## src/design/srr_pkg.sv

```systemverilog
// ----------------------------------------------------------------------------
// Stepper rate and ramp package
// Shared widths and the handshake structs between the sequencer and the
// serial divider.
// ----------------------------------------------------------------------------
package srr_pkg;

  localparam int DVD_W = 20;
  localparam int DVS_W = 16;

  typedef enum logic [1:0] {
    PRES_64   = 2'd0,
    PRES_256  = 2'd1,
    PRES_1024 = 2'd2
  } pres_code_e;

  typedef struct packed {
    logic start;
  } div_ctrl_t;

  typedef struct packed {
    logic busy;
    logic done;
  } div_stat_t;

endpackage

```

## src/design/srr_div.sv

```systemverilog
// ----------------------------------------------------------------------------
// Stepper rate serial divider
// Restoring divider that produces one quotient bit per cycle.
// ----------------------------------------------------------------------------
module srr_div (
  input  logic                      clk_i,
  input  logic                      rst_ni,
  input  srr_pkg::div_ctrl_t        ctrl_i,
  input  logic [srr_pkg::DVD_W-1:0] dividend_i,
  input  logic [srr_pkg::DVS_W-1:0] divisor_i,
  output logic [srr_pkg::DVD_W-1:0] quotient_o,
  output srr_pkg::div_stat_t        stat_o
);
  import srr_pkg::*;

  localparam int CNT_W = $clog2(DVD_W);
  localparam logic [CNT_W-1:0] LAST = CNT_W'(DVD_W - 1);

  logic             busy_q;
  logic             done_q;
  logic [CNT_W-1:0] cnt_q;
  logic [DVS_W:0]   rem_q;
  logic [DVD_W-1:0] quo_q;
  logic [DVS_W-1:0] dvs_q;
  logic [DVS_W:0]   rem_sh;
  logic [DVS_W:0]   trial;
  logic             fits;

  assign rem_sh = {rem_q[DVS_W-1:0], quo_q[DVD_W-1]};
  assign trial  = rem_sh - {1'b0, dvs_q};
  assign fits   = rem_sh >= {1'b0, dvs_q};

  always_ff @(posedge clk_i or negedge rst_ni) begin
    if (!rst_ni) begin
      busy_q <= 1'b0;
      done_q <= 1'b0;
      cnt_q  <= '0;
    end else begin
      done_q <= 1'b0;
      if (ctrl_i.start) begin
        busy_q <= 1'b1;
        cnt_q  <= '0;
      end else if (busy_q) begin
        cnt_q <= cnt_q + 1'b1;
        if (cnt_q == LAST) begin
          busy_q <= 1'b0;
          done_q <= 1'b1;
        end
      end
    end
  end

  always_ff @(posedge clk_i) begin
    if (ctrl_i.start) begin
      rem_q <= '0;
      quo_q <= dividend_i;
      dvs_q <= divisor_i;
    end else if (busy_q) begin
      rem_q <= fits ? trial : rem_sh;
      quo_q <= {quo_q[DVD_W-2:0], fits};
    end
  end

  assign quotient_o  = quo_q;
  assign stat_o.busy = busy_q;
  assign stat_o.done = done_q;

endmodule

```

## src/design/stepper_rate_and_ramp_unit.sv

```systemverilog
// Order: a timer-expiry beat with nonzero speed passes prepare, the 20-step bit-serial
// period divider, period and finish; zero speed skips the divider, a ramp tick passes
// the pan and tilt ramp states and finish, and a too-early ramp tick skips the tilt ramp state.
// One beat in flight; the next beat is accepted only after the result is registered and
// the sequencer is back in idle, and an unaccepted older result stalls it.
// Reset clears speeds, prescalers and the elapsed counter and sets the tilt period to 255.
// ----------------------------------------------------------------------------
// Stepper rate and ramp unit
// Two-axis step-rate generator with a linear speed ramp, built around a
// small sequencer, one serial divider and one shared ramp stepper.
// ----------------------------------------------------------------------------
module stepper_rate_and_ramp_unit #(
  parameter int BASE_CLOCK_HZ = 16000000,
  parameter int RAMP_RATE_HZ  = 50
) (
  input  logic               clk_i,
  input  logic               rst_ni,
  input  logic               psel,
  input  logic               penable,
  input  logic               pwrite,
  input  logic [2:0]         paddr,
  input  logic [31:0]        pwdata,
  output logic [31:0]        prdata,
  output logic               pready,
  input  logic               in_valid_i,
  output logic               in_ready_o,
  input  logic               func_i,
  input  logic               axis_i,
  input  logic signed [15:0] goal_pan_i,
  input  logic signed [15:0] goal_tilt_i,
  output logic               out_valid_o,
  input  logic               out_ready_i,
  output logic               out_axis_o,
  output logic               step_pulse_o,
  output logic               direction_o,
  output logic [1:0]         prescaler_code_o,
  output logic [7:0]         period_count_o,
  output logic               ramp_applied_o,
  output logic signed [15:0] speed_pan_out_o,
  output logic signed [15:0] speed_tilt_out_o
);
  import srr_pkg::*;

  localparam logic [31:0] TH_64  = 32'(BASE_CLOCK_HZ / 256 / 64);
  localparam logic [31:0] TH_256 = 32'(BASE_CLOCK_HZ / 256 / 256);
  localparam logic [31:0] NEED   = 32'(BASE_CLOCK_HZ / RAMP_RATE_HZ);
  localparam logic [DVD_W-1:0] DVD_64   = DVD_W'(BASE_CLOCK_HZ / 64);
  localparam logic [DVD_W-1:0] DVD_256  = DVD_W'(BASE_CLOCK_HZ / 256);
  localparam logic [DVD_W-1:0] DVD_1024 = DVD_W'(BASE_CLOCK_HZ / 1024);

  localparam logic [2:0] S_IDLE      = 3'd0;
  localparam logic [2:0] S_PREP      = 3'd1;
  localparam logic [2:0] S_DIV       = 3'd2;
  localparam logic [2:0] S_PERIOD    = 3'd3;
  localparam logic [2:0] S_RAMP_PAN  = 3'd4;
  localparam logic [2:0] S_RAMP_TILT = 3'd5;
  localparam logic [2:0] S_FIN       = 3'd6;

  logic [2:0]         state_q;
  logic [14:0]        accel_q [2];
  logic signed [15:0] speed_q [2];
  logic [10:0]        pres_q [2];
  logic [7:0]         tilt_period_q;
  logic [31:0]        elapsed_q;

  logic               func_q;
  logic               ax_q;
  logic signed [15:0] goal_q [2];
  logic [15:0]        mag_q;
  pres_code_e         code_q;
  logic               neg_q;
  logic [7:0]         period_q;
  logic               applied_q;

  logic               out_valid_q;
  logic               o_axis_q;
  logic               o_step_q;
  logic               o_dir_q;
  logic [1:0]         o_code_q;
  logic [7:0]         o_period_q;
  logic               o_applied_q;
  logic signed [15:0] o_spd_pan_q;
  logic signed [15:0] o_spd_tilt_q;

  logic signed [15:0] spd;
  logic [15:0]        mag;
  pres_code_e         code;
  logic [10:0]        pres_val;
  logic [18:0]        prod;
  logic [32:0]        sum;
  logic [DVD_W-1:0]   dividend;
  logic [DVD_W-1:0]   quotient;
  div_ctrl_t          div_ctrl;
  div_stat_t          div_stat;
  logic               ramp_ax;
  logic signed [15:0] ramp_next;
  logic               cfg_wr;
  logic               fin_go;

  function automatic logic signed [15:0] ramp_axis(logic signed [15:0] cur,
                                                   logic signed [15:0] goal_raw,
                                                   logic [14:0] accel);
    logic signed [16:0] goal;
    logic signed [16:0] acc;
    logic signed [16:0] diff;
    logic signed [16:0] nxt;
    goal = (goal_raw == 16'sh8000) ? -17'sd32767 : 17'(goal_raw);
    acc  = $signed({2'b00, accel});
    diff = goal - 17'(cur);
    if (diff > -acc && diff < acc) begin
      nxt = goal;
    end else if (diff > 17'sd0) begin
      nxt = 17'(cur) + acc;
    end else begin
      nxt = 17'(cur) - acc;
    end
    if (nxt > 17'sd32767) begin
      nxt = 17'sd32767;
    end else if (nxt < -17'sd32767) begin
      nxt = -17'sd32767;
    end
    return nxt[15:0];
  endfunction

  assign pready = 1'b1;
  assign cfg_wr = psel && penable && pwrite;
  assign prdata = {17'd0, accel_q[paddr[2]]};

  always_ff @(posedge clk_i or negedge rst_ni) begin
    if (!rst_ni) begin
      accel_q[0] <= '0;
      accel_q[1] <= '0;
    end else if (cfg_wr) begin
      accel_q[paddr[2]] <= pwdata[14:0];
    end
  end

  assign spd = speed_q[ax_q];
  assign mag = spd[15] ? 16'(-spd) : 16'(spd);

  always_comb begin
    if ({16'd0, mag} >= TH_64) begin
      code     = PRES_64;
      pres_val = 11'd64;
      dividend = DVD_64;
    end else if ({16'd0, mag} >= TH_256) begin
      code     = PRES_256;
      pres_val = 11'd256;
      dividend = DVD_256;
    end else begin
      code     = PRES_1024;
      pres_val = 11'd1024;
      dividend = DVD_1024;
    end
  end

  assign prod = {11'd0, tilt_period_q} * {8'd0, pres_q[1]};
  assign sum  = {1'b0, elapsed_q} + {14'd0, prod};

  assign div_ctrl.start = (state_q == S_PREP) && (mag != 16'd0);

  srr_div u_div (
    .clk_i      (clk_i),
    .rst_ni     (rst_ni),
    .ctrl_i     (div_ctrl),
    .dividend_i (dividend),
    .divisor_i  (mag),
    .quotient_o (quotient),
    .stat_o     (div_stat)
  );

  assign ramp_ax   = (state_q == S_RAMP_TILT);
  assign ramp_next = ramp_axis(speed_q[ramp_ax], goal_q[ramp_ax], accel_q[ramp_ax]);

  assign fin_go = (state_q == S_FIN) && (!out_valid_q || out_ready_i);

  always_ff @(posedge clk_i or negedge rst_ni) begin
    if (!rst_ni) begin
      state_q       <= S_IDLE;
      speed_q[0]    <= '0;
      speed_q[1]    <= '0;
      pres_q[0]     <= '0;
      pres_q[1]     <= '0;
      tilt_period_q <= 8'd255;
      elapsed_q     <= '0;
      out_valid_q   <= 1'b0;
    end else begin
      if (fin_go) begin
        out_valid_q <= 1'b1;
      end else if (out_valid_q && out_ready_i) begin
        out_valid_q <= 1'b0;
      end
      unique case (state_q)
        S_IDLE: begin
          if (in_valid_i) begin
            state_q <= func_i ? S_RAMP_PAN : S_PREP;
          end
        end
        S_PREP: begin
          if (ax_q) begin
            elapsed_q <= sum[32] ? 32'hFFFF_FFFF : sum[31:0];
          end
          pres_q[ax_q] <= pres_val;
          state_q      <= (mag != 16'd0) ? S_DIV : S_PERIOD;
        end
        S_DIV: begin
          if (div_stat.done) begin
            state_q <= S_PERIOD;
          end
        end
        S_PERIOD: begin
          if (ax_q) begin
            tilt_period_q <= period_q;
          end
          state_q <= S_FIN;
        end
        S_RAMP_PAN: begin
          if (elapsed_q >= NEED) begin
            elapsed_q  <= elapsed_q - NEED;
            speed_q[0] <= ramp_next;
            state_q    <= S_RAMP_TILT;
          end else begin
            state_q <= S_FIN;
          end
        end
        S_RAMP_TILT: begin
          speed_q[1] <= ramp_next;
          state_q    <= S_FIN;
        end
        S_FIN: begin
          if (fin_go) begin
            state_q <= S_IDLE;
          end
        end
        default: begin
          state_q <= S_IDLE;
        end
      endcase
    end
  end

  always_ff @(posedge clk_i) begin
    if (state_q == S_IDLE && in_valid_i) begin
      func_q    <= func_i;
      ax_q      <= axis_i;
      goal_q[0] <= goal_pan_i;
      goal_q[1] <= goal_tilt_i;
      applied_q <= 1'b0;
      period_q  <= 8'd255;
    end
    if (state_q == S_PREP) begin
      mag_q  <= mag;
      code_q <= code;
      neg_q  <= spd[15];
    end
    if (state_q == S_DIV && div_stat.done) begin
      if (quotient > DVD_W'(255)) begin
        period_q <= 8'd255;
      end else if (quotient == '0) begin
        period_q <= 8'd1;
      end else begin
        period_q <= quotient[7:0];
      end
    end
    if (state_q == S_RAMP_PAN && elapsed_q >= NEED) begin
      applied_q <= 1'b1;
    end
    if (fin_go) begin
      o_axis_q     <= !func_q && ax_q;
      o_step_q     <= !func_q && (mag_q != 16'd0);
      o_dir_q      <= !func_q && neg_q;
      o_code_q     <= func_q ? 2'd0 : code_q;
      o_period_q   <= func_q ? 8'd0 : period_q;
      o_applied_q  <= func_q && applied_q;
      o_spd_pan_q  <= speed_q[0];
      o_spd_tilt_q <= speed_q[1];
    end
  end

  assign in_ready_o       = (state_q == S_IDLE);
  assign out_valid_o      = out_valid_q;
  assign out_axis_o       = o_axis_q;
  assign step_pulse_o     = o_step_q;
  assign direction_o      = o_dir_q;
  assign prescaler_code_o = o_code_q;
  assign period_count_o   = o_period_q;
  assign ramp_applied_o   = o_applied_q;
  assign speed_pan_out_o  = o_spd_pan_q;
  assign speed_tilt_out_o = o_spd_tilt_q;

  a_busy_after_accept: assert property (@(posedge clk_i) disable iff (!rst_ni)
    (in_valid_i && in_ready_o) |=> !in_ready_o)
    else $error("accepted a second beat while busy");

  a_ramp_fields_clear: assert property (@(posedge clk_i) disable iff (!rst_ni)
    (out_valid_o && ramp_applied_o) |-> (!step_pulse_o && period_count_o == 8'd0))
    else $error("ramp result carries timer fields");

  a_step_has_period: assert property (@(posedge clk_i) disable iff (!rst_ni)
    (out_valid_o && step_pulse_o) |-> (period_count_o != 8'd0 && prescaler_code_o != 2'd3))
    else $error("step issued without a valid period");

  a_speed_range: assert property (@(posedge clk_i) disable iff (!rst_ni)
    (speed_q[0] != 16'sh8000) && (speed_q[1] != 16'sh8000))
    else $error("speed left the saturation range");

  a_div_only_in_div: assert property (@(posedge clk_i) disable iff (!rst_ni)
    div_stat.done |-> (state_q == S_DIV))
    else $error("divider finished outside the divide phase");

endmodule
```

## config.mk

```make
export PLATFORM = sky130hd
export DESIGN_NAME = stepper_rate_and_ramp_unit
export DESIGN_NICKNAME = d
export VERILOG_FILES = /design/src/design/srr_pkg.sv /design/src/design/srr_div.sv /design/src/design/stepper_rate_and_ramp_unit.sv
export SDC_FILE = /design/constraint.sdc
export NUM_CORES = 1
export LEC_CHECK = 0
export ABC_AREA = 0
export BUFFER_PORTS_ARGS = -buffer_cell sky130_fd_sc_hd__buf_2
export CAP_MARGIN = 20
export CORE_ASPECT_RATIO = 1.5
export CORE_MARGIN = 1
export CORE_UTILIZATION = 55
export DETAILED_ROUTE_END_ITERATION = 8
export GPL_TIMING_DRIVEN = 0
export HOLD_SLACK_MARGIN = 0.12
export PLACE_DENSITY_LB_ADDON = 0.1
export SLEW_MARGIN = 20
export SYNTH_ARGS = -nofsm -noshare
export SYNTH_HDL_FRONTEND = slang
export SYNTH_SLANG_ARGS = --single-unit
```

## constraint.sdc

```tcl
create_clock -name clk_i -period 7.4 [get_ports clk_i]
set_clock_uncertainty 0.1 [all_clocks]
set_input_delay 0.37 -clock clk_i [delete_from_list [all_inputs] [get_ports clk_i]]
set_output_delay 0.37 -clock clk_i [all_outputs]
set_load 0.005 [all_outputs]
```

# After elaboration in Yosys (flattened, before gate mapping)
# Memory sizes are Yosys's and may differ from the RTL's.
# Index checks and enable logic that the tools add are counted.
[classes]
n_addsub = 9
mul = 1
order_cmp = 15
n_eq_ne = 13
mux = 59
n_bitwise = 3
reduce_logical = 31
[ops]
columns = ["cell", "count"]
rows = [
  ["2-to-1 mux 16 bit", 11],
  ["2-to-1 mux 15 bit", 7],
  ["2-to-1 mux 32 bit", 3],
  ["case mux 32 bit (2 select lines)", 1],
  ["2-to-1 mux 17 bit", 3],
  ["2-to-1 mux 20 bit", 2],
  ["adder 32 x 19 -> 33 bit", 1],
  ["2-to-1 mux 11 bit", 3],
  [">= comparator 32 x 19 -> 1 bit (second input constant)", 1],
  ["2-to-1 mux 8 bit", 4],
  ["nonzero test 16 bit", 2],
  ["subtractor 32 x 19 -> 32 bit (second input constant)", 1],
  ["bitwise mux 30 bit", 1],
  ["bitwise mux 22 bit", 1],
  ["> comparator 20 x 8 -> 1 bit (second input constant)", 1],
  ["zero test 20 bit", 1],
  ["multiplier 8 x 11 -> 19 bit", 1],
  ["2-to-1 mux 18 bit", 1],
  ["case mux 3 bit (6 select lines)", 1],
  ["adder 16 x 16 -> 17 bit", 1],
  [">= comparator 17 x 16 -> 1 bit", 1],
  ["> comparator 17 x 1 -> 1 bit (second input constant)", 1],
  ["> comparator 17 x 16 -> 1 bit (second input constant)", 1],
  ["> comparator 17 bit", 1],
  ["other kinds (34)", 80],
]
[totals]
register_bits = 263
ramBits = 32
wordCells = 163
memories = 1
[memory_table]
columns = ["name", "words", "word_bits", "rd", "rd_ports_with_merged_regs", "write_ports", "line_no", "source"]
rows = [
  ["goal_q", 2, 16, 1, 0, 2, "stepper_rate_and_ramp_unit.sv:68", "logic signed [15:0] goal_q [2];"],
]

# Logic depth before layout (Yosys ltp)
# Gate-level depths: netlist of the first run.
[depth]
ltp_word = 12
ltp_mapped = 37
ltp_nobuf = 29

# Modules after synthesis
# From an unflattened synthesis of the first run, not the netlist that was laid out.
[unflattened]
hier_cells = 1805
hier_area_um2 = 17978.5
[by_module_without_submodules]
columns = ["mod", "n_inst", "cells_per_inst", "area_per_inst_um2", "seq_area_each_um2"]
rows = [
  ["stepper_rate_and_ramp_unit", 1, 1473, 14619.0, 5845.6],
  ["srr_div", 1, 332, 3359.5, 1576.5],
]

# Worst setup path before layout of the first run
# OpenSTA, ideal clock, no wires.
[synth_timing]
path_type = "register to register"
startpoint = "register state_q[0]"
endpoint = "register speed_q[27] in the netlist's numbering"
setup_time_ps = 137
arrival_time_ps = 7477
slack_ps = -314
path_stages_with_launch = 36
cell_sequence = "dfrtp_1 -> buf_2 -> and3b_1 -> buf_4 -> buf_2 -> buf_1 -> clkbuf_1 -> clkbuf_1 -> nand2_1 -> nand2_1 -> inv_1 -> ha_1 -> a21o_1 -> a21oi_1 -> a21oi_1 -> a221oi_1 -> a211oi_1 -> a221o_1 -> nand4bb_1 -> o31ai_4 -> clkbuf_1 -> nand2_1 -> o21ai_0 -> ha_1 -> nor2b_1 -> o2111ai_1 -> a31oi_1 -> o41a_1 -> a21oi_1 -> nor2_1 -> o31ai_1 -> a41o_1 -> o211ai_2 -> buf_6 -> a21oi_2 -> a21oi_1"
[synth_via]
elab_chain_cells = 12
elab_cells_between_ends = 27
classes_between = "add/sub (4); order compare (5); eq/ne (3); mux (11); bitwise (1); reduce/logical (2); memory (1)"
[synth_lines]
columns = ["element", "line_no", "source"]
rows = [
  ["start: declaration", "stepper_rate_and_ramp_unit.sv:59", "logic [2:0] state_q;"],
  ["start signal: assignment", "stepper_rate_and_ramp_unit.sv:196", "state_q <= func_i ? S_RAMP_PAN : S_PREP;"],
  ["start signal: assignment", "stepper_rate_and_ramp_unit.sv:204", "state_q <= (mag != 16'd0) ? S_DIV : S_PERIOD;"],
  ["parallel branches: the longest is 12 deep, another holds subtractor 17 x 16 -> 17 bit", "--", ""],
  ["end: declaration", "stepper_rate_and_ramp_unit.sv:61", "logic signed [15:0] speed_q [2];"],
]
# Several ways; the timed one is not identified. The select of a mux whose other input is x is not followed.
# A chain may end at the register's enable or synchronous reset.

# Worst setup path after layout of the first run
[layout_timing]
startpoint = "register state_q[1]"
endpoint = "register speed_q[14] in the netlist's numbering"
[layout_via]
elab_chain_cells = 12
elab_cells_between_ends = 25
classes_between = "add/sub (4); order compare (5); eq/ne (2); mux (11); bitwise (1); reduce/logical (1); memory (1)"
[layout_lines]
columns = ["element", "line_no"]
rows = [
  ["equality test 3 bit (*)", "stepper_rate_and_ramp_unit.sv:172, stepper_rate_and_ramp_unit.sv:193"],
  ["parallel branches: the longest is 11 deep, another holds subtractor 17 x 16 -> 17 bit", "--"],
]
# Every way passes the cells marked *. The select of a mux whose other input is x is not followed.

==> impl_metrics.xml, run 1 <==
<?xml version="1.0" encoding="UTF-8"?>
<metrics>
  <group name="status">
    <metric name="status" unit="">finished clean</metric>
  </group>
  <group name="detailed_routing">
    <metric name="drt-total-wl" unit="mm">52.2</metric>
    <metric name="dr.first_iter.drc_count" unit="">756</metric>
    <metric name="dr.pass1.iters" unit="">7</metric>
    <metric name="antenna_left" unit="">0</metric>
    <metric name="route.detailed.vias_per_inst" unit="">5.96</metric>
    <metric name="route.detailed.wl_per_inst" unit="um">21.0</metric>
    <metric name="detailroute.via_count" unit="">14800</metric>
    <metric name="count_of_unresolved_drc_violations_after_routing" unit="">0</metric>
  </group>
  <group name="yosys">
    <metric name="mappedNetlistArea" unit="sq mm">0.0178</metric>
    <metric name="ys_ff_latch" unit="">270</metric>
    <metric name="synth_commonest_cells" unit="">152 x sky130_fd_sc_hd__nand2_1, 143 x sky130_fd_sc_hd__edfxtp_1, 127 x sky130_fd_sc_hd__nor2_1, 123 x sky130_fd_sc_hd__ha_1, 120 x sky130_fd_sc_hd__inv_1</metric>
    <metric name="postSynthAreaPerCell" unit="sq um">9.91</metric>
    <metric name="netlist-cell-type-count" unit="">100</metric>
    <metric name="synth_most_common_cell" unit="">sky130_fd_sc_hd__nand2_1</metric>
    <metric name="synth-edff-count" unit="">143</metric>
    <metric name="synth.area.top_cells" unit="">sky130_fd_sc_hd__edfxtp_1 24%, sky130_fd_sc_hd__dfrtp_1 14%, sky130_fd_sc_hd__ha_1 8.6%, sky130_fd_sc_hd__mux2_2 4.0%, sky130_fd_sc_hd__nand2_1 3.2%</metric>
    <metric name="synth_area_leader_cell" unit="">sky130_fd_sc_hd__edfxtp_1</metric>
    <metric name="synthesis.yosys.warnings" unit="">0</metric>
    <metric name="asyncSetResetFlopFracSynth" unit="">0.407</metric>
    <metric name="synthCells" unit="">1797</metric>
    <metric name="synth_flop_cell" unit="">sky130_fd_sc_hd__edfxtp_1</metric>
    <metric name="synth_sequential_area_ratio" unit="">0.415</metric>
    <metric name="yosys.area.top_type_share" unit="">0.241</metric>
  </group>
  <group name="setup_path">
    <metric name="worstPathRequired" unit="ns">7.72</metric>
    <metric name="cp_common_cell" unit="">sky130_fd_sc_hd__buf_12</metric>
    <metric name="crit_arrival" unit="ns">7.60</metric>
    <metric name="timing.critical_path.from_type" unit="">flip-flop</metric>
    <metric name="crit_path_max_incr_delay" unit="ns">0.45</metric>
    <metric name="critical_path_class" unit="">reg -&gt; reg</metric>
    <metric name="cp-end-kind" unit="">flip-flop</metric>
    <metric name="critPathMaxFanout" unit="">10</metric>
    <metric name="critical_path.slowest_cell" unit="">sky130_fd_sc_hd__o41a_1</metric>
  </group>
  <group name="cells_and_area">
    <metric name="register_area" unit="sq mm">0.00740</metric>
    <metric name="finalInstanceArea" unit="sq mm">0.0217</metric>
    <metric name="multiInputGateArea" unit="sq mm">0.0102</metric>
    <metric name="drive_gt1_frac" unit="">0.217</metric>
    <metric name="fill_cells" unit="">2473</metric>
    <metric name="antenna_cells_inserted" unit="">0</metric>
    <metric name="nets_final" unit="">2274</metric>
    <metric name="flow.area_growth_from_synthesis" unit="%">21.8</metric>
  </group>
  <group name="timing">
    <metric name="period_share" unit="">0.984</metric>
    <metric name="finalHoldViolations" unit="">0</metric>
    <metric name="maxClockFrequency" unit="GHz">0.137</metric>
    <metric name="timing.hold.ws" unit="ns">0.186</metric>
    <metric name="worst_slew_margin_rel" unit="">0.306</metric>
    <metric name="fin_ws" unit="ns">0.120</metric>
    <metric name="period_needed" unit="ns">7.28</metric>
    <metric name="drv_slew" unit="">0</metric>
    <metric name="worst_slew_pin_slew" unit="ns">1.01</metric>
    <metric name="final_count_of_negative_setup_slack_endpoints" unit="">0</metric>
  </group>
  <group name="floorplanning">
    <metric name="floorplan.io_pins" unit="">157</metric>
    <metric name="placeableCoreArea" unit="sq mm">0.0318</metric>
    <metric name="core.rowCount" unit="">80</metric>
    <metric name="die-width" unit="um">149</metric>
    <metric name="start_util" unit="">0.560</metric>
    <metric name="die_h" unit="um">222</metric>
    <metric name="dieArea" unit="sq mm">0.0331</metric>
  </group>
  <group name="cts">
    <metric name="clkSlewWorstSetupHoldPaths" unit="ns">0.06</metric>
    <metric name="cts-root-to-sink-buffers" unit="">3</metric>
    <metric name="cts_tree" unit="">yes</metric>
    <metric name="cts.sinks" unit="">270</metric>
    <metric name="worstSkewPairLatency" unit="ns">0.55</metric>
    <metric name="h-tree-depth" unit="">1</metric>
    <metric name="cts_root_buf" unit="">sky130_fd_sc_hd__clkbuf_16</metric>
    <metric name="cts-buffers-inserted" unit="">27</metric>
  </group>
  <group name="global_routing">
    <metric name="initial_antenna_violation_count" unit="">0</metric>
    <metric name="groute.usage.overall" unit="">0.317</metric>
    <metric name="grt_pass1_vias" unit="">15000</metric>
    <metric name="grt_max_degree" unit="">73</metric>
    <metric name="globalRoute.totalOverflow" unit="">0</metric>
    <metric name="grt_pass1_wl" unit="mm">81.0</metric>
  </group>
  <group name="place">
    <metric name="dpl_worst_slack" unit="ns">-2.96</metric>
    <metric name="routabilityCongestion" unit="">0.978</metric>
    <metric name="post_dp_cell_area" unit="sq mm">0.0191</metric>
    <metric name="detailedPlacementHpwl" unit="mm">39.2</metric>
    <metric name="buffer_ports.inserted" unit="">118</metric>
  </group>
  <group name="hold_path">
    <metric name="worstHoldPathType" unit="">in -&gt; async</metric>
  </group>
  <group name="flow_run">
    <metric name="maxCapViolCount" unit="">0</metric>
  </group>
</metrics>
## layout make-up
type / instances / share of cell area
multi-input combinational: 1335 / 0.472
timing repair buffer: 222 / 0.0734
tap: 410 / 0.0236
clock inverter: 14 / 0.00825
sequential: 270 / 0.341
inverter: 120 / 0.0208
clock buffer: 35 / 0.0339
buffer: 83 / 0.0268
## through the flow
step / std cells / setup TNS (ns) / util
3_3_place_gp: 2341 / -87.46 / 0.596
5_1_grt: 2489 / -0.132 / 0.681
3_5_place_dp: 2350 / -91.34 / 0.600
2_1_floorplan: 1813 / 0 / -
6_report: 2489 / 0 / 0.681
4_1_cts: 2469 / 0 / 0.667
## flip-flops by register name, summed over array words and instances (netlist names), 16 cells and up
signal and cells:
goal_q 32, speed_q 32, accel_q 30, elapsed_q 26, u_div.quotient_o 20, mag_q 16
speed_pan_out_o 16, speed_tilt_out_o 16, u_div.dvs_q 16, u_div.rem_q 16
## layer usage
| layer | wire length (um) | global-route usage |
|---|---|---|
| met4 | 4020 | 0.225 |
| met2 | 27400 | 0.581 |
| met1 | 18400 | 0.335 |
| met5 | 0 | 0 |
| met3 | 2450 | 0.0318 |
## worst max-delay path: cells and delay by family, from the launching register on
kind            cells  cell delay, ns
mux                 1            0.34
buf+inv             8            1.24
fa+ha+maj           2            0.64
flops               1            0.38
simple gates        4            0.63
compound gates     16            3.61
xor+xnor            1            0.16
## kinds of logic after synthesis
| family | after synthesis | share of synthesized area |
|---|---|---|
| adders and majority gates | 141 | 0.106 |
| muxes | 119 | 0.0719 |
| DFF | 270 | 0.415 |
| other | 2 | 0.000422 |
| AOI/OAI and AO/OA | 401 | 0.151 |
| xor gates and xnor gates | 88 | 0.0433 |
| buffers and inverters | 208 | 0.0505 |
| and+or+nand+nor | 568 | 0.162 |
## cell usage in the layout, fill, tap and decap left out, drive strengths merged, types with 20 or more instances in the layout
cell type    Yosys  final
edfxtp         143    143
clkbuf          49     79
ha             123    123
and2            39     39
nor3            41     41
o21ai           94     94
xnor2           52     52
nand4           24     24
a211oi          21     21
nand2          152    152
mux2            65     65
a21o            23     23
nor2b           34     34
mux2i           54     54
nor2           127    127
buf             39    210
dlygate4sd3      0     51
nand3           29     29
o21a            20     20
a21oi          106    106
nand2b          35     35
dfrtp          102    102
xor2            36     36
inv            120    122
## final timing paths
check,slack (ns),start,to,cells past startpoint
max,0.12,state_q[1]$_DFFE_PN0P_,speed_q[14]$_DFFE_PN0P_,32
min,0.19,rst_ni,accel_q[24]$_DFFE_PN0P_,2
max reg2reg,0.12,state_q[1]$_DFFE_PN0P_,speed_q[14]$_DFFE_PN0P_,32
min reg2reg,0.35,speed_q[23]$_DFFE_PN0P_,speed_pan_out_o[7]$_DFFE_PP_,0
max in group asynchronous,6.22,rst_ni,tilt_period_q[4]$_DFFE_PN1P_,3
min in group clk_i,0.19,out_ready_i,state_q[2]$_DFFE_PN0P_,3
## what timing repair did
| action | in CTS | in global routing |
|---|---|---|
| pin swaps | 20 | 30 |
| gates resized for setup | 108 | 67 |
| hold buffers | 51 | 0 |
| hold endpoints to repair | 168 | 0 |
| cloned | 2 | 1 |
| buffers inserted | 20 | 21 |
| setup endpoints to repair | 32 | 32 |
Power of run 1 is not shown: default switching activity piles up to over one toggle a cycle in this logic, so the estimate is an artifact.
==> run 2: changes to the inputs <==
- CELL_PAD_IN_SITES_DETAIL_PLACEMENT: unset -> 1
- CELL_PAD_IN_SITES_GLOBAL_PLACEMENT: unset -> 1
- CORE_ASPECT_RATIO: 1.5 -> 0.75
- CORE_UTILIZATION: 55 -> 43
==> run 2 against run 1 <==
Effect of this change:
- die area increased by 28%
- register-to-register slack improved by 0.03 ns
- via count increased by 1.5%
- first-iteration DRC count increased by 35%
- worst setup slack improved by 0.027 ns
==> impl_metrics.xml, run 2 (synthesis results as in run 1) <==
<?xml version="1.0" encoding="UTF-8"?>
<metrics>
  <group name="timing">
    <metric name="fin_ws" unit="ns">0.147</metric>
    <metric name="timing.hold.ws" unit="ns">0.166</metric>
    <metric name="maxClockFrequency" unit="GHz">0.138</metric>
    <metric name="final_count_of_negative_setup_slack_endpoints" unit="">0</metric>
    <metric name="period_share" unit="">0.980</metric>
    <metric name="drv_slew" unit="">0</metric>
    <metric name="worst_slew_pin_slew" unit="ns">0.974</metric>
    <metric name="finalHoldViolations" unit="">0</metric>
    <metric name="unrepaired_setup_endpoints_after_global_routing" unit="">no</metric>
    <metric name="worst_slew_margin_rel" unit="">0.346</metric>
    <metric name="period_needed" unit="ns">7.25</metric>
  </group>
  <group name="setup_path">
    <metric name="critical_path.slowest_cell" unit="">sky130_fd_sc_hd__a2111oi_4</metric>
    <metric name="critical_path_class" unit="">reg -&gt; reg</metric>
    <metric name="crit_path_start" unit="">state_q[0]$_DFFE_PN0P_</metric>
    <metric name="crit_path_max_incr_delay" unit="ns">0.41</metric>
    <metric name="critical-path-top-delay-family" unit="">compound AO/OA/AOI/OAI gates</metric>
    <metric name="cp-end-kind" unit="">flip-flop</metric>
    <metric name="cp_num_buf_inv" unit="">6</metric>
    <metric name="worstPathRequired" unit="ns">7.75</metric>
    <metric name="crit_arrival" unit="ns">7.61</metric>
    <metric name="critical_path.reg2reg.startpoint" unit="">state_q[0]$_DFFE_PN0P_</metric>
    <metric name="timing.critical_path.from_type" unit="">flip-flop</metric>
    <metric name="critPathMaxFanout" unit="">11</metric>
  </group>
  <group name="detailed_routing">
    <metric name="route.detailed.wl_per_inst" unit="um">22.3</metric>
    <metric name="dr.first_iter.drc_count" unit="">1019</metric>
    <metric name="drt-total-wl" unit="mm">58.5</metric>
    <metric name="route.detailed.vias_per_inst" unit="">5.74</metric>
    <metric name="antenna_left" unit="">0</metric>
    <metric name="count_of_unresolved_drc_violations_after_routing" unit="">0</metric>
    <metric name="dr.pass1.iters" unit="">5</metric>
    <metric name="detailroute.via_count" unit="">15100</metric>
  </group>
  <group name="cts">
    <metric name="h-tree-depth" unit="">1</metric>
    <metric name="cts-root-to-sink-buffers" unit="">3</metric>
    <metric name="cts_tree" unit="">yes</metric>
    <metric name="cts_root_buf" unit="">sky130_fd_sc_hd__clkbuf_16</metric>
    <metric name="worstSkewPairLatency" unit="ns">0.59</metric>
    <metric name="cts-buffers-inserted" unit="">30</metric>
    <metric name="cts.sinks" unit="">270</metric>
    <metric name="clkSlewWorstSetupHoldPaths" unit="ns">0.07</metric>
  </group>
  <group name="cells_and_area">
    <metric name="final-instance-count-excl-fill" unit="">2627</metric>
    <metric name="finalInstanceArea" unit="sq mm">0.0220</metric>
    <metric name="layout.cells.most_common_list" unit="">143 x sky130_fd_sc_hd__edfxtp_1, 142 x sky130_fd_sc_hd__nand2_1, 126 x sky130_fd_sc_hd__buf_2, 126 x sky130_fd_sc_hd__nor2_1, 117 x sky130_fd_sc_hd__inv_1</metric>
    <metric name="antenna_cells_inserted" unit="">0</metric>
    <metric name="layout_top_registers" unit="">goal_q x32, speed_q x32, accel_q x30</metric>
    <metric name="flow.area_growth_from_synthesis" unit="%">23.6</metric>
    <metric name="layout.cells.most_common" unit="">sky130_fd_sc_hd__edfxtp_1</metric>
    <metric name="drive_gt1_frac" unit="">0.230</metric>
    <metric name="nets_final" unit="">2291</metric>
  </group>
  <group name="floorplanning">
    <metric name="placeableCoreArea" unit="sq mm">0.0408</metric>
    <metric name="dieArea" unit="sq mm">0.0422</metric>
    <metric name="core.rowCount" unit="">64</metric>
    <metric name="die-width" unit="um">237</metric>
    <metric name="floorplan.io_pins" unit="">157</metric>
    <metric name="start_util" unit="">0.436</metric>
    <metric name="die_h" unit="um">178</metric>
  </group>
  <group name="place">
    <metric name="dpl_worst_slack" unit="ns">-2.88</metric>
    <metric name="detailedPlacementHpwl" unit="mm">43.4</metric>
    <metric name="post_dp_cell_area" unit="sq mm">0.0193</metric>
    <metric name="routabilityCongestion" unit="">0.892</metric>
    <metric name="numPlacedInstances" unit="">2468</metric>
    <metric name="buffer_ports.inserted" unit="">118</metric>
  </group>
  <group name="flow_run">
    <metric name="maxCapViolCount" unit="">0</metric>
  </group>
  <group name="global_routing">
    <metric name="initial_antenna_violation_count" unit="">1</metric>
    <metric name="grt_pass1_wl" unit="mm">90.5</metric>
    <metric name="grt_pass1_vias" unit="">15500</metric>
    <metric name="grt_max_degree" unit="">77</metric>
    <metric name="globalRoute.totalOverflow" unit="">0</metric>
    <metric name="groute.usage.overall" unit="">0.277</metric>
  </group>
  <group name="hold_path">
    <metric name="worstHoldPathType" unit="">in -&gt; async</metric>
  </group>
  <group name="status">
    <metric name="status" unit="">finished clean</metric>
  </group>
</metrics>
## run 2: changes by cell type in the layout (fill, tap and decap cells not counted), moves of 3 or more
cell,before,now
sky130_fd_sc_hd__bufinv_16,4,0
sky130_fd_sc_hd__a21oi_2,12,19
sky130_fd_sc_hd__ha_1,112,109
sky130_fd_sc_hd__clkbuf_1,45,49
sky130_fd_sc_hd__buf_4,57,77
sky130_fd_sc_hd__buf_12,7,4
sky130_fd_sc_hd__clkbuf_8,3,6
sky130_fd_sc_hd__ha_4,8,12
sky130_fd_sc_hd__buf_6,13,10
sky130_fd_sc_hd__a21oi_1,83,78
## run 2: final cells by class
| type | count | area (sq um) |
|---|---|---|
| Clock inverter | 12 | 90.1 |
| Inverter | 120 | 450 |
| Tap cell | 528 | 661 |
| Clock buffer | 43 | 840 |
| Buffer | 81 | 532 |
| Fill cell | 4576 | 18800 |
| Multi-Input combinational cell | 1335 | 10300 |
| Timing Repair Buffer | 238 | 1690 |
| Sequential cell | 270 | 7400 |
## run 2: final timing paths
kind	to	slack (ns)	depth (start not counted)
setup / recovery	speed_q[13]$_DFFE_PN0P_	0.15	32
hold / removal	elapsed_q[19]$_DFFE_PN0P_	0.17	2
setup reg to reg	speed_q[13]$_DFFE_PN0P_	0.15	32
hold reg to reg	speed_tilt_out_o[7]$_DFFE_PP_	0.35	0
max in group asynchronous	tilt_period_q[6]$_DFFE_PN1P_	6.26	3
min in group clk_i	accel_q[14]$_DFFE_PN0P_	0.29	3
## run 2: what timing repair did
| item | 4_1_cts | 5_1_grt |
|---|---|---|
| cloned | 1 | 0 |
| setup buffers | 40 | 18 |
| pin swaps | 33 | 33 |
| hold buffers | 52 | 0 |
| hold endpoints to repair | 168 | 0 |
| gates resized for setup | 143 | 48 |
| setup endpoints to repair | 32 | 32 |
## run 2: metal layers
| metal | wire length [um] | vias to the layer above | track usage |
|---|---|---|---|
| met5 | 0 | - | 0 |
| met4 | 1610 | 0 | 0.0785 |
| met3 | 3260 | 92 | 0.0443 |
| met2 | 26200 | 419 | 0.440 |
| met1 | 27400 | 7538 | 0.391 |
| li1 | - | 7023 | - |
## run 2: metrics by stage
stage / util / TNS, ns
floorplan: - / 0
global placement: 0.468 / -84.17
detailed placement: 0.472 / -88.65
CTS: 0.532 / 0
global route: 0.539 / 0
finish: 0.539 / 0
Power of run 2 is left out for the same reason.
